===== src/hdl/matrix_chain_order_cost_core_defines.svh =====
// Assertion macros for the matrix chain order cost core.
// Included by the top level; depends on signals named clk and arst_n in scope.
`ifndef MATRIX_CHAIN_ORDER_COST_CORE_DEFINES_SVH
`define MATRIX_CHAIN_ORDER_COST_CORE_DEFINES_SVH

`ifndef SYNTH

// The property holds at every clock edge outside reset.
`define MCOC_ASSERT(lbl, prop) \
	lbl: assert property (@(posedge clk) disable iff (!arst_n) (prop)) \
		else $error("matrix chain cost core: invariant violated");

// When ante holds, cons holds in the next cycle.
`define MCOC_ASSERT_NEXT(lbl, ante, cons) \
	lbl: assert property (@(posedge clk) disable iff (!arst_n) (ante) |=> (cons)) \
		else $error("matrix chain cost core: sequence violated");

`else

`define MCOC_ASSERT(lbl, prop)
`define MCOC_ASSERT_NEXT(lbl, ante, cons)

`endif

`endif


===== src/hdl/mcoc_pkg.sv =====
// Shared types and constants of the matrix chain order cost core.
// Used by the controller, the datapath and the top level; no dependencies.
package mcoc_pkg;

	localparam int MAX_DIMS_DEF = 16;
	localparam int DIM_BITS_DEF = 16;
	localparam int DIM_IN_W     = 16;
	localparam int COST_W       = 63;

	localparam logic [COST_W-1:0] COST_MAX = {COST_W{1'b1}};

	typedef enum logic [2:0] {
		ST_LOAD,
		ST_SETUP,
		ST_ISSUE,
		ST_DRAIN,
		ST_DONE
	} state_t;

	typedef struct packed {
		logic setup;
		logic issue;
		logic write;
		logic load;
		logic out_load;
		logic out_zero;
		logic out_ovf;
	} cmd_t;

	typedef struct packed {
		logic busy;
	} stat_t;

endpackage


===== src/hdl/mcoc_ctrl.sv =====
// Controller of the matrix chain order cost core: chain loading, interval
// sequencing and result hand-off. Depends on mcoc_pkg.
module mcoc_ctrl #(
	parameter int MAX_DIMS = mcoc_pkg::MAX_DIMS_DEF
) (
	input  logic                        clk,
	input  logic                        arst_n,
	input  logic                        in_valid,
	output logic                        in_stall,
	input  logic                        last,
	output logic                        out_valid,
	input  logic                        out_stall,
	input  mcoc_pkg::stat_t             stat,
	output mcoc_pkg::cmd_t              cmd,
	output logic [$clog2(MAX_DIMS)-1:0] wr_idx,
	output logic [$clog2(MAX_DIMS)-1:0] i_idx,
	output logic [$clog2(MAX_DIMS)-1:0] j_idx,
	output logic [$clog2(MAX_DIMS)-1:0] k_idx
);

	localparam int IDX_W = $clog2(MAX_DIMS);
	localparam int CNT_W = $clog2(MAX_DIMS + 1);

	mcoc_pkg::state_t state_q, state_d;

	logic [CNT_W-1:0] cnt_q, cnt_d;
	logic             ovf_q, ovf_d;
	logic [IDX_W-1:0] top_q, top_d;
	logic [IDX_W-1:0] len_q, len_d;
	logic [IDX_W-1:0] i_q, i_d;
	logic [IDX_W-1:0] k_q, k_d;
	logic             short_q, short_d;
	logic             out_valid_q, out_valid_d;
	logic [IDX_W-1:0] top_new;

	assign j_idx     = i_q + len_q - IDX_W'(1);
	assign i_idx     = i_q;
	assign k_idx     = k_q;
	assign wr_idx    = cnt_q[IDX_W-1:0];
	assign out_valid = out_valid_q;

	always_ff @(posedge clk or negedge arst_n) begin
		if (!arst_n) begin
			state_q     <= mcoc_pkg::ST_LOAD;
			cnt_q       <= '0;
			ovf_q       <= 1'b0;
			top_q       <= '0;
			len_q       <= '0;
			i_q         <= '0;
			k_q         <= '0;
			short_q     <= 1'b0;
			out_valid_q <= 1'b0;
		end else begin
			state_q     <= state_d;
			cnt_q       <= cnt_d;
			ovf_q       <= ovf_d;
			top_q       <= top_d;
			len_q       <= len_d;
			i_q         <= i_d;
			k_q         <= k_d;
			short_q     <= short_d;
			out_valid_q <= out_valid_d;
		end
	end

	always_comb begin
		state_d     = state_q;
		cnt_d       = cnt_q;
		ovf_d       = ovf_q;
		top_d       = top_q;
		len_d       = len_q;
		i_d         = i_q;
		k_d         = k_q;
		short_d     = short_q;
		out_valid_d = out_valid_q && out_stall;
		in_stall    = 1'b1;
		cmd         = '0;
		// Index of the last stored dimension once this item is counted.
		top_new     = (cnt_q < CNT_W'(MAX_DIMS)) ? cnt_q[IDX_W-1:0] : IDX_W'(MAX_DIMS - 1);

		unique case (state_q)
			mcoc_pkg::ST_LOAD: begin
				in_stall = 1'b0;
				if (in_valid) begin
					if (cnt_q < CNT_W'(MAX_DIMS)) begin
						cmd.load = 1'b1;
						cnt_d    = cnt_q + CNT_W'(1);
					end else begin
						ovf_d = 1'b1;
					end
					if (last) begin
						top_d   = top_new;
						short_d = top_new < IDX_W'(2);
						len_d   = IDX_W'(2);
						i_d     = IDX_W'(1);
						state_d = (top_new < IDX_W'(2)) ? mcoc_pkg::ST_DONE : mcoc_pkg::ST_SETUP;
					end
				end
			end
			mcoc_pkg::ST_SETUP: begin
				cmd.setup = 1'b1;
				k_d       = i_q;
				state_d   = mcoc_pkg::ST_ISSUE;
			end
			mcoc_pkg::ST_ISSUE: begin
				cmd.issue = 1'b1;
				if (k_q == j_idx - IDX_W'(1)) begin
					state_d = mcoc_pkg::ST_DRAIN;
				end else begin
					k_d = k_q + IDX_W'(1);
				end
			end
			mcoc_pkg::ST_DRAIN: begin
				if (!stat.busy) begin
					cmd.write = 1'b1;
					if (j_idx != top_q) begin
						i_d     = i_q + IDX_W'(1);
						state_d = mcoc_pkg::ST_SETUP;
					end else if (len_q != top_q) begin
						len_d   = len_q + IDX_W'(1);
						i_d     = IDX_W'(1);
						state_d = mcoc_pkg::ST_SETUP;
					end else begin
						// The whole-chain interval was the last one filled.
						state_d = mcoc_pkg::ST_DONE;
					end
				end
			end
			mcoc_pkg::ST_DONE: begin
				if (!out_valid_q || !out_stall) begin
					cmd.out_load = 1'b1;
					cmd.out_zero = short_q;
					cmd.out_ovf  = ovf_q;
					out_valid_d  = 1'b1;
					cnt_d        = '0;
					ovf_d        = 1'b0;
					state_d      = mcoc_pkg::ST_LOAD;
				end
			end
			default: begin
				state_d = mcoc_pkg::ST_LOAD;
			end
		endcase
	end

endmodule


===== config.mk =====
export PLATFORM = sky130hd
export DESIGN_NAME = mcoc_ctrl
export DESIGN_NICKNAME = d
export VERILOG_FILES = /design/src/hdl/matrix_chain_order_cost_core_defines.svh /design/src/hdl/mcoc_pkg.sv /design/src/hdl/mcoc_ctrl.sv
export SDC_FILE = /design/constraint.sdc
export NUM_CORES = 1
export LEC_CHECK = 0
export ABC_CLOCK_PERIOD_IN_PS = 2980
export BUFFER_PORTS_ARGS = -buffer_cell sky130_fd_sc_hd__buf_2
export CAP_MARGIN = 20
export CORE_MARGIN = 2
export CORE_UTILIZATION = 50
export CTS_CLUSTER_DIAMETER = 100
export DETAILED_ROUTE_END_ITERATION = 10
export GPL_TIMING_DRIVEN = 0
export PLACE_DENSITY = 0.72
export SYNTH_ARGS = -nofsm -noshare
export SYNTH_HDL_FRONTEND = slang
export SYNTH_SLANG_ARGS = --single-unit

===== constraint.sdc =====
create_clock -name clk -period 2.98 [get_ports clk]
set_input_delay 0.745 -clock clk [delete_from_list [all_inputs] [get_ports clk]]
set_output_delay 0.745 -clock clk [all_outputs]
set_load 0.1 [all_outputs]

# Word level (Yosys, flattened, before mapping)
# Cells that the tools add are included.
op_classes:
  n_addsub: 7
  reduce_logical: 15
  n_eq_ne: 18
  order_cmp: 2
  n_mux: 44
op_table:
  columns: ["cell", "n"]
  rows:
  - ["$mux W4", 12]
  - ["$mux W3", 10]
  - ["$pmux W4 S2", 3]
  - ["$ne A2 B2 Y1 const B", 10]
  - ["$mux W5", 3]
  - ["$pmux W3 S5", 1]
  - ["$mux W1", 13]
  - ["$add A4 B1 Y4 const B", 3]
  - ["$pmux W5 S2", 1]
  - ["$reduce_and A5 Y1", 2]
  - ["$ne A4 B4 Y1", 2]
  - ["$reduce_and A4 Y1", 2]
  - ["$sub A4 B1 Y4 const B", 2]
  - ["$eq A3 B2 Y1 const B", 2]
  - ["$reduce_and A6 Y1", 1]
  - ["$reduce_bool A2 Y1", 3]
  - ["$add A5 B1 Y5 const B", 1]
  - ["$lt A5 B5 Y1 const B", 1]
  - ["$add A4 B4 Y4", 1]
  - ["$eq A4 B4 Y1", 1]
  - ["$lt A4 B2 Y1 const B", 1]
  - ["$eq A3 B1 Y1 const B", 1]
  - ["$eq A3 B3 Y1 const B", 1]
  - ["$logic_not A3 Y1", 1]
  - ["other kinds (7)", 8]
totals:
  out_inout_bits: 25
  reg_bits: 27
  in_bits: 6
  word_cells: 95

# Logic depth before layout (Yosys ltp)
# Gate-level depths: netlist of run 1.
logic_depth:
  depth_word: 7
  depth_mapped: 12
  mapped_depth_nobuf: 12

# Worst setup path after synthesis of run 1
# No wires, ideal clock.
synth_timing:
  kind: "flip-flop to flip-flop"
  from: "register i_q[1], in the netlist i_idx[1]"
  to: "register k_q[2], in the netlist k_idx[2]"
  arrival_ns: 4.494
  path_slack_ns: -1.683
  setup_ns: 0.169
  stages_incl_launch_ff: 12
  period_less_slack_ns: 4.663
  path_buffers: 0
  required_ns: 2.811
  cell_sequence: "dfrtp_1 inv_1 ha_1 inv_1 ha_1 fa_1 xnor2_1 xor2_1 xnor2_1 and2_1 o211ai_1 o311ai_1"
synth_between:
  elab_chain_cells: 6
synth_lines:
  columns: ["element", "line", "text"]
  rows:
  - ["start: declaration", "mcoc_ctrl.sv:30", "logic [IDX_W-1:0] i_q, i_d;"]
  - ["start signal: assignment", "mcoc_ctrl.sv:59", "i_q <= i_d;"]
  - ["$add A4 B4 Y4", "mcoc_ctrl.sv:36", "assign j_idx = i_q + len_q - IDX_W'(1);"]
  - ["$sub A4 B1 Y4", "mcoc_ctrl.sv:36", null]
  - ["named net j_idx[3]", "mcoc_ctrl.sv:17", "output logic [$clog2(MAX_DIMS)-1:0] j_idx,"]
  - ["$sub A4 B1 Y4", "mcoc_ctrl.sv:107", "if (k_q == j_idx - IDX_W'(1)) begin"]
  - ["$eq A4 B4 Y1", "mcoc_ctrl.sv:107", null]
  - ["$ne A2 B2 Y1 (no line)", null, null]
  - ["$reduce_and A2 Y1 (no line)", null, null]
  - ["end signal: assignment", "mcoc_ctrl.sv:60", "k_q <= k_d;"]
  - ["end: declaration", "mcoc_ctrl.sv:31", "logic [IDX_W-1:0] k_q, k_d;"]
# The timed path passes the listed nets, and every way through them passes these cells.
# A chain may end at the register's enable or synchronous reset.

# Worst setup path in the final report of run 1
layout_timing:
  from: "register i_q[1], in the netlist i_idx[1]"
  to: "output port j_idx[3]"
layout_between:
  elab_chain_cells: 2
layout_lines:
  columns: ["element", "line"]
  rows:
  - ["$add A4 B4 Y4", "mcoc_ctrl.sv:36"]
  - ["$sub A4 B1 Y4", "mcoc_ctrl.sv:36"]
  - ["end: declaration", "mcoc_ctrl.sv:17"]
# No other way between the ends.

==> flow_summary.ini, run 1 <==
[placed_design]
place.gp.congestion = 0.822
dp_hpwl_mm = 2.98
portBuffers = 30

[worst_setup_path]
worst_setup_path_start_kind = flip-flop
critPathRequiredTime_ns = 2.24
cp_max_fo = 2
critical_path_class = reg2out
cp.arrival_ns = 2.25
endpoint_kind = output port

[finish]
num_antenna_cells = 0
nets = 268
layout_common_cells = nor2_1, buf_2, dfrtp_1, nand2_1, buf_4
drive_gt1_frac = 0.299
fillCellCount = 306
area_growth_pct = 27.2

[floorplan]
die_h_um = 63.6
initial_core_util = 0.529
num_rows = 21
die-area_mm2 = 0.00405
core_mm2 = 0.00336
die_width_um = 63.6
num_io_pins = 31

[sta]
layout_min_cycle_time_ns = 2.99
fmax_mhz = 334
clock_skew_ns = 0.00597
holdWs_ns = 0.394
post-route-period-util = 1.00
rsz0062_at_grt = true
tightest_slew_ns = 0.600
slew_viol_final = 0
finalSetupTns_ns = -0.0136
fin_ws_ns = -0.0136
setup_violations = 1
max_slew_margin = 0.600
hold_viol_final = 0

[synthesis]
synth_cell_types = 43
synth-warning-count = 0
syn_area_per_cell_um2 = 8.67
synth-seq-area-share = 0.380
syn_nets = 221
ys_ff_latch = 27
syn_inst = 205
syn_area_mm2 = 0.00178

[clock_network]
root_buffer = clkbuf_4
h-tree-depth = 1
cts_made_buffers = 3
path_clk_slew_ns = 0.15
cts.path.max_buffers = 2
clock_latency_ns = 0.33
cts.sinks = 27
cts_tree = done

[detailed_routing]
wl_per_cell_um = 13.4
first_pass_iters = 4
wl_mm = 3.98
ant_nets = 0
drc = 0
vias_per_cell = 5.29
vias = 1571
drt_iter0_markers = 91

[grt]
gr-total-overflow = 0
grt_usage = 0.213
grt_pass1_vias = 1490
grt_max_degree = 28
grt_antenna_before_repair = 0
grt_pass1_wl_mm = 6.84

[run_status]
violations = setup timing
status = complete, but fails checks

[min_path]
hp-class = in2async

[flow_run]
drv_cap = 0
## Yosys cell counts
cell type	number	share of area
dfrtp_1	27	0.38
nor2_1	27	0.057
nand2_1	20	0.042
inv_1	15	0.032
xnor2_1	13	0.064
a21oi_1	11	0.031
o21ai_0	10	0.028
ha_1	9	0.063
nand3_1	7	0.020
xor2_1	6	0.030
clkbuf_1	5	0.011
nor3_1	5	0.014
o21ai_1	5	0.014
buf_4	4	0.017
and2_1	3	0.011
nand4_1	3	0.011
nor3b_1	3	0.013
o211ai_1	3	0.013
a21o_1	2	0.0084
a22o_1	2	0.0099
a31oi_1	2	0.0070
nor2b_1	2	0.0070
a31oi_4	1	0.012
a41oi_1	1	0.0049
and2b_1	1	0.0042
and3_1	1	0.0035
buf_1	1	0.0021
fa_1	1	0.011
mux2i_1	1	0.0056
nand2b_1	1	0.0035
nand3b_1	1	0.0042
o221a_1	1	0.0063
o22ai_1	1	0.0035
o2bb2ai_1	1	0.0049
o311ai_1	1	0.0049
o31ai_1	1	0.0042
o32ai_1	1	0.0049
or2_2	1	0.0035
or3_1	1	0.0035
or3b_1	1	0.0049
or3b_2	1	0.0049
xnor2_2	1	0.0092
xnor3_1	1	0.013
## area by class of cell
| class | instances | area [um2] | area share |
|---|---|---|---|
| buffer | 10 | 52.6 | 0.0232 |
| clock buffer | 3 | 22.5 | 0.00996 |
| clock inverter | 1 | 7.51 | 0.00332 |
| inverter | 15 | 58.8 | 0.0260 |
| multi-input combinational | 153 | 1110 | 0.489 |
| sequential | 27 | 687 | 0.304 |
| tap | 46 | 57.6 | 0.0254 |
| timing repair buffer | 42 | 269 | 0.119 |
## routing by layer
layer	global-route usage	vias up	routed length, um
li1	-	788	-
met1	0.280	747	1880
met2	0.366	31	1900
met3	0.0321	5	155
met4	0.0571	0	40
met5	0	-	0
## metrics by stage
stage	setup slack [ns]	util	instance area, um2	cells
final	-0.0136	0.673	2260	297
after global routing	-0.114	0.673	2260	297
after CTS	-0.0462	0.660	2220	293
after detailed placement	-0.0340	0.623	2100	281
after global placement	-0.0197	0.623	2100	281
after floorplan	-0.220	-	1890	205
## sequential cells by signal, indices dropped and copies added, names as in the netlist
signal,count
cnt_q,5
i_idx,4
k_idx,4
len_q,4
out_valid,1
ovf_q,1
short_q,1
state_q,3
top_q,4
## logic make-up (layout without fill, tap and decap cells)
kind of cell | after synthesis | count (layout) | synth area share
flip-flops | 27 | 27 | 0.380
buffers and inverters | 25 | 71 | 0.0612
AND/OR/NAND/NOR | 78 | 78 | 0.206
AO/OA/AOI/OAI | 43 | 43 | 0.157
multiplexers | 1 | 1 | 0.00563
XOR/XNOR | 21 | 21 | 0.115
adder cells (fa/ha/maj) | 10 | 10 | 0.0746
## worst max-delay path, cell delays in order (launching register included)
cell and delay (ns):
dfrtp_4 0.44, inv_2 0.04, ha_4 0.25, inv_2 0.03, ha_4 0.14, fa_2 0.38, xnor2_4 0.22, xor2_4 0.21
buf_12 0.20
## path summary, 6_finish.rpt
path,start,end,slack [ns],cells past startpoint
worst max register to register,i_idx[1],i_idx[3],0.13,12
worst min register to register,ovf_q,ovf_q,0.54,2
min in group clk,ovf_q,ovf_q,0.54,2
max in group asynchronous,arst_n,i_idx[1],2.14,1
worst min-delay path,arst_n,k_idx[2],0.39,1
worst max-delay path,i_idx[1],j_idx[3],-0.01,8
## timing repair
action                                  CTS  global route
hold buffers                              0             0
endpoints found under the setup margin    4             8
hold endpoints to repair                  0             0
pin swaps                                 3             2
gates resized for setup                  11             5
buffers inserted                          8             4
Power of run 1 is not shown: default switching activity piles up to over one toggle a cycle in this logic, so the estimate is an artifact.
==> run 2: changes to the inputs <==
--- a/config.mk
+++ b/config.mk
@@ -6,14 +6,13 @@
 export NUM_CORES = 1
 export LEC_CHECK = 0
 export ABC_CLOCK_PERIOD_IN_PS = 2980
-export BUFFER_PORTS_ARGS = -buffer_cell sky130_fd_sc_hd__buf_2
 export CAP_MARGIN = 20
 export CORE_MARGIN = 2
 export CORE_UTILIZATION = 50
 export CTS_CLUSTER_DIAMETER = 100
 export DETAILED_ROUTE_END_ITERATION = 10
+export DONT_BUFFER_PORTS = 1
 export GPL_TIMING_DRIVEN = 0
-export PLACE_DENSITY = 0.72
 export SYNTH_ARGS = -nofsm -noshare
 export SYNTH_HDL_FRONTEND = slang
 export SYNTH_SLANG_ARGS = --single-unit
==> flow_summary.ini, run 2 (synthesis gave the netlist of run 1 again) <==
[finish]
largest_reg_flops = 5
drive_gt1_frac = 0.279
num_antenna_cells = 0
regMostFlops = cnt_q
fillCellCount = 291
nets = 239
area_growth_pct = 25.5
final_common_cell = nor2_1
layout_common_cells = nor2_1, dfrtp_1, nand2_1, inv_1, buf_4
finish.utilization = 0.663
stdcell_count = 268

[clock_network]
path_clk_slew_ns = 0.16
h-tree-depth = 1
cts_made_buffers = 3
clock_latency_ns = 0.34
cts_tree = done
ctsHoldBuffers = 0
cts.path.max_buffers = 2
cts.sinks = 27
root_buffer = clkbuf_4

[run_status]
violations = setup timing
status = complete, but fails checks

[sta]
slew_viol_final = 0
rsz0062_at_grt = true
fin_ws_ns = -0.586
setup_violations = 16
hold_viol_final = 0
tightest_slew_ns = 1.11
clock_skew_ns = 0.00378
finalSetupTns_ns = -3.95
max_slew_margin = 0.261
layout_min_cycle_time_ns = 3.57
fmax_mhz = 280
holdWs_ns = 0.0707
post-route-period-util = 1.20

[grt]
gr-total-overflow = 0
grt_pass1_vias = 1601
grt_max_degree = 28
grt_pass1_wl_mm = 7.49
grt_antenna_before_repair = 0
grt_usage = 0.233

[detailed_routing]
drc = 0
vias_per_cell = 5.79
drt_iter0_markers = 84
first_pass_iters = 4
wl_mm = 4.42
ant_nets = 0
vias = 1553
wl_per_cell_um = 16.5

[floorplan]
die_h_um = 63.6
initial_core_util = 0.529
die_width_um = 63.6
num_rows = 21
core_mm2 = 0.00336
num_io_pins = 31
die-area_mm2 = 0.00405

[worst_setup_path]
reg2reg_from = i_idx[1]
reg2reg_depth = 12
cp_max_fo = 6
startpoint = i_idx[1]
cp.arrival_ns = 2.82
endpoint_kind = output port
worst_setup_path_start_kind = flip-flop
critical_path_class = reg2out
crit_end = j_idx[3]
ff2ff_setup_slack_ns = -0.36
reg2reg_to = state_q[0]
critPathRequiredTime_ns = 2.24

[flow_run]
drv_cap = 0

[placed_design]
place.gp.congestion = 0.899
portBuffers = 0
dp_hpwl_mm = 3.13
dp.cells = 255

[min_path]
hp-class = in2async
-- run 2: cell types whose count changed in the layout (fill, tap and decap cells not counted), moves of 2 or more --
cell / previous run / this run
buf_2: 25 / 1
buf_4: 18 / 11
buf_6: 1 / 5
and2_4: 0 / 3
clkbuf_1: 5 / 2
dfrtp_1: 24 / 21
nand3_1: 7 / 4
nand3_2: 0 / 3
and2_2: 2 / 0
buf_16: 0 / 2
dfrtp_2: 0 / 2
nand2_1: 20 / 18
nor2_1: 25 / 23
nor2_4: 1 / 3
-- run 2: metrics by stage --
step / area, um2 / worst slack (ns)
2_1_floorplan: 1890 / -0.220
3_3_place_gp: 1950 / -0.391
3_5_place_dp: 2010 / -0.405
4_1_cts: 2190 / -0.636
5_1_grt: 2230 / -0.676
6_report: 2230 / -0.586
-- run 2: what timing repair did --
| item | in CTS | in global routing |
|---|---|---|
| setup endpoints to repair | 18 | 20 |
| buffers inserted | 10 | 1 |
| gates resized for setup | 25 | 11 |
| pin swaps | 18 | 7 |
-- run 2: layout make-up --
| cell class | count | area [um2] | area share |
|---|---|---|---|
| inverter | 15 | 60.1 | 0.0269 |
| tap | 46 | 57.6 | 0.0258 |
| clock inverter | 1 | 5.00 | 0.00224 |
| buffer | 8 | 48.8 | 0.0219 |
| timing repair buffer | 15 | 165 | 0.0740 |
| clock buffer | 3 | 22.5 | 0.0101 |
| sequential | 27 | 693 | 0.311 |
| multi-input combinational | 153 | 1180 | 0.528 |
-- run 2: per-layer routing --
metal / wire length, um / track usage / vias to the layer above / share of wire
met5: 0 / 0 / - / 0
met4: 76 / 0.0598 / 0 / 0.017
met3: 142 / 0.0339 / 11 / 0.032
met2: 2330 / 0.430 / 38 / 0.53
met1: 1870 / 0.280 / 772 / 0.42
li1: - / - / 732 / -
-- run 2: worst min-delay path by stage --
stage,startpoint,end,cells past startpoint,slack [ns]
global route,arst_n,i_idx[1],0,0.04
global placement,arst_n,k_idx[2],0,0.45
finish,arst_n,i_idx[1],0,0.07
CTS,arst_n,i_idx[2],0,0.06
detailed placement,arst_n,k_idx[0],0,0.45
floorplan,arst_n,cnt_q[0],0,0.45
-- run 2: worst max-delay path, cell delays in order, from the launching register on --
cell and delay, ns:
dfrtp_4 0.69, inv_2 0.08, ha_4 0.27, inv_2 0.03
ha_4 0.14, fa_2 0.38, xnor2_4 0.21, xor2_4 0.67
Power of run 2 is left out for the same reason.
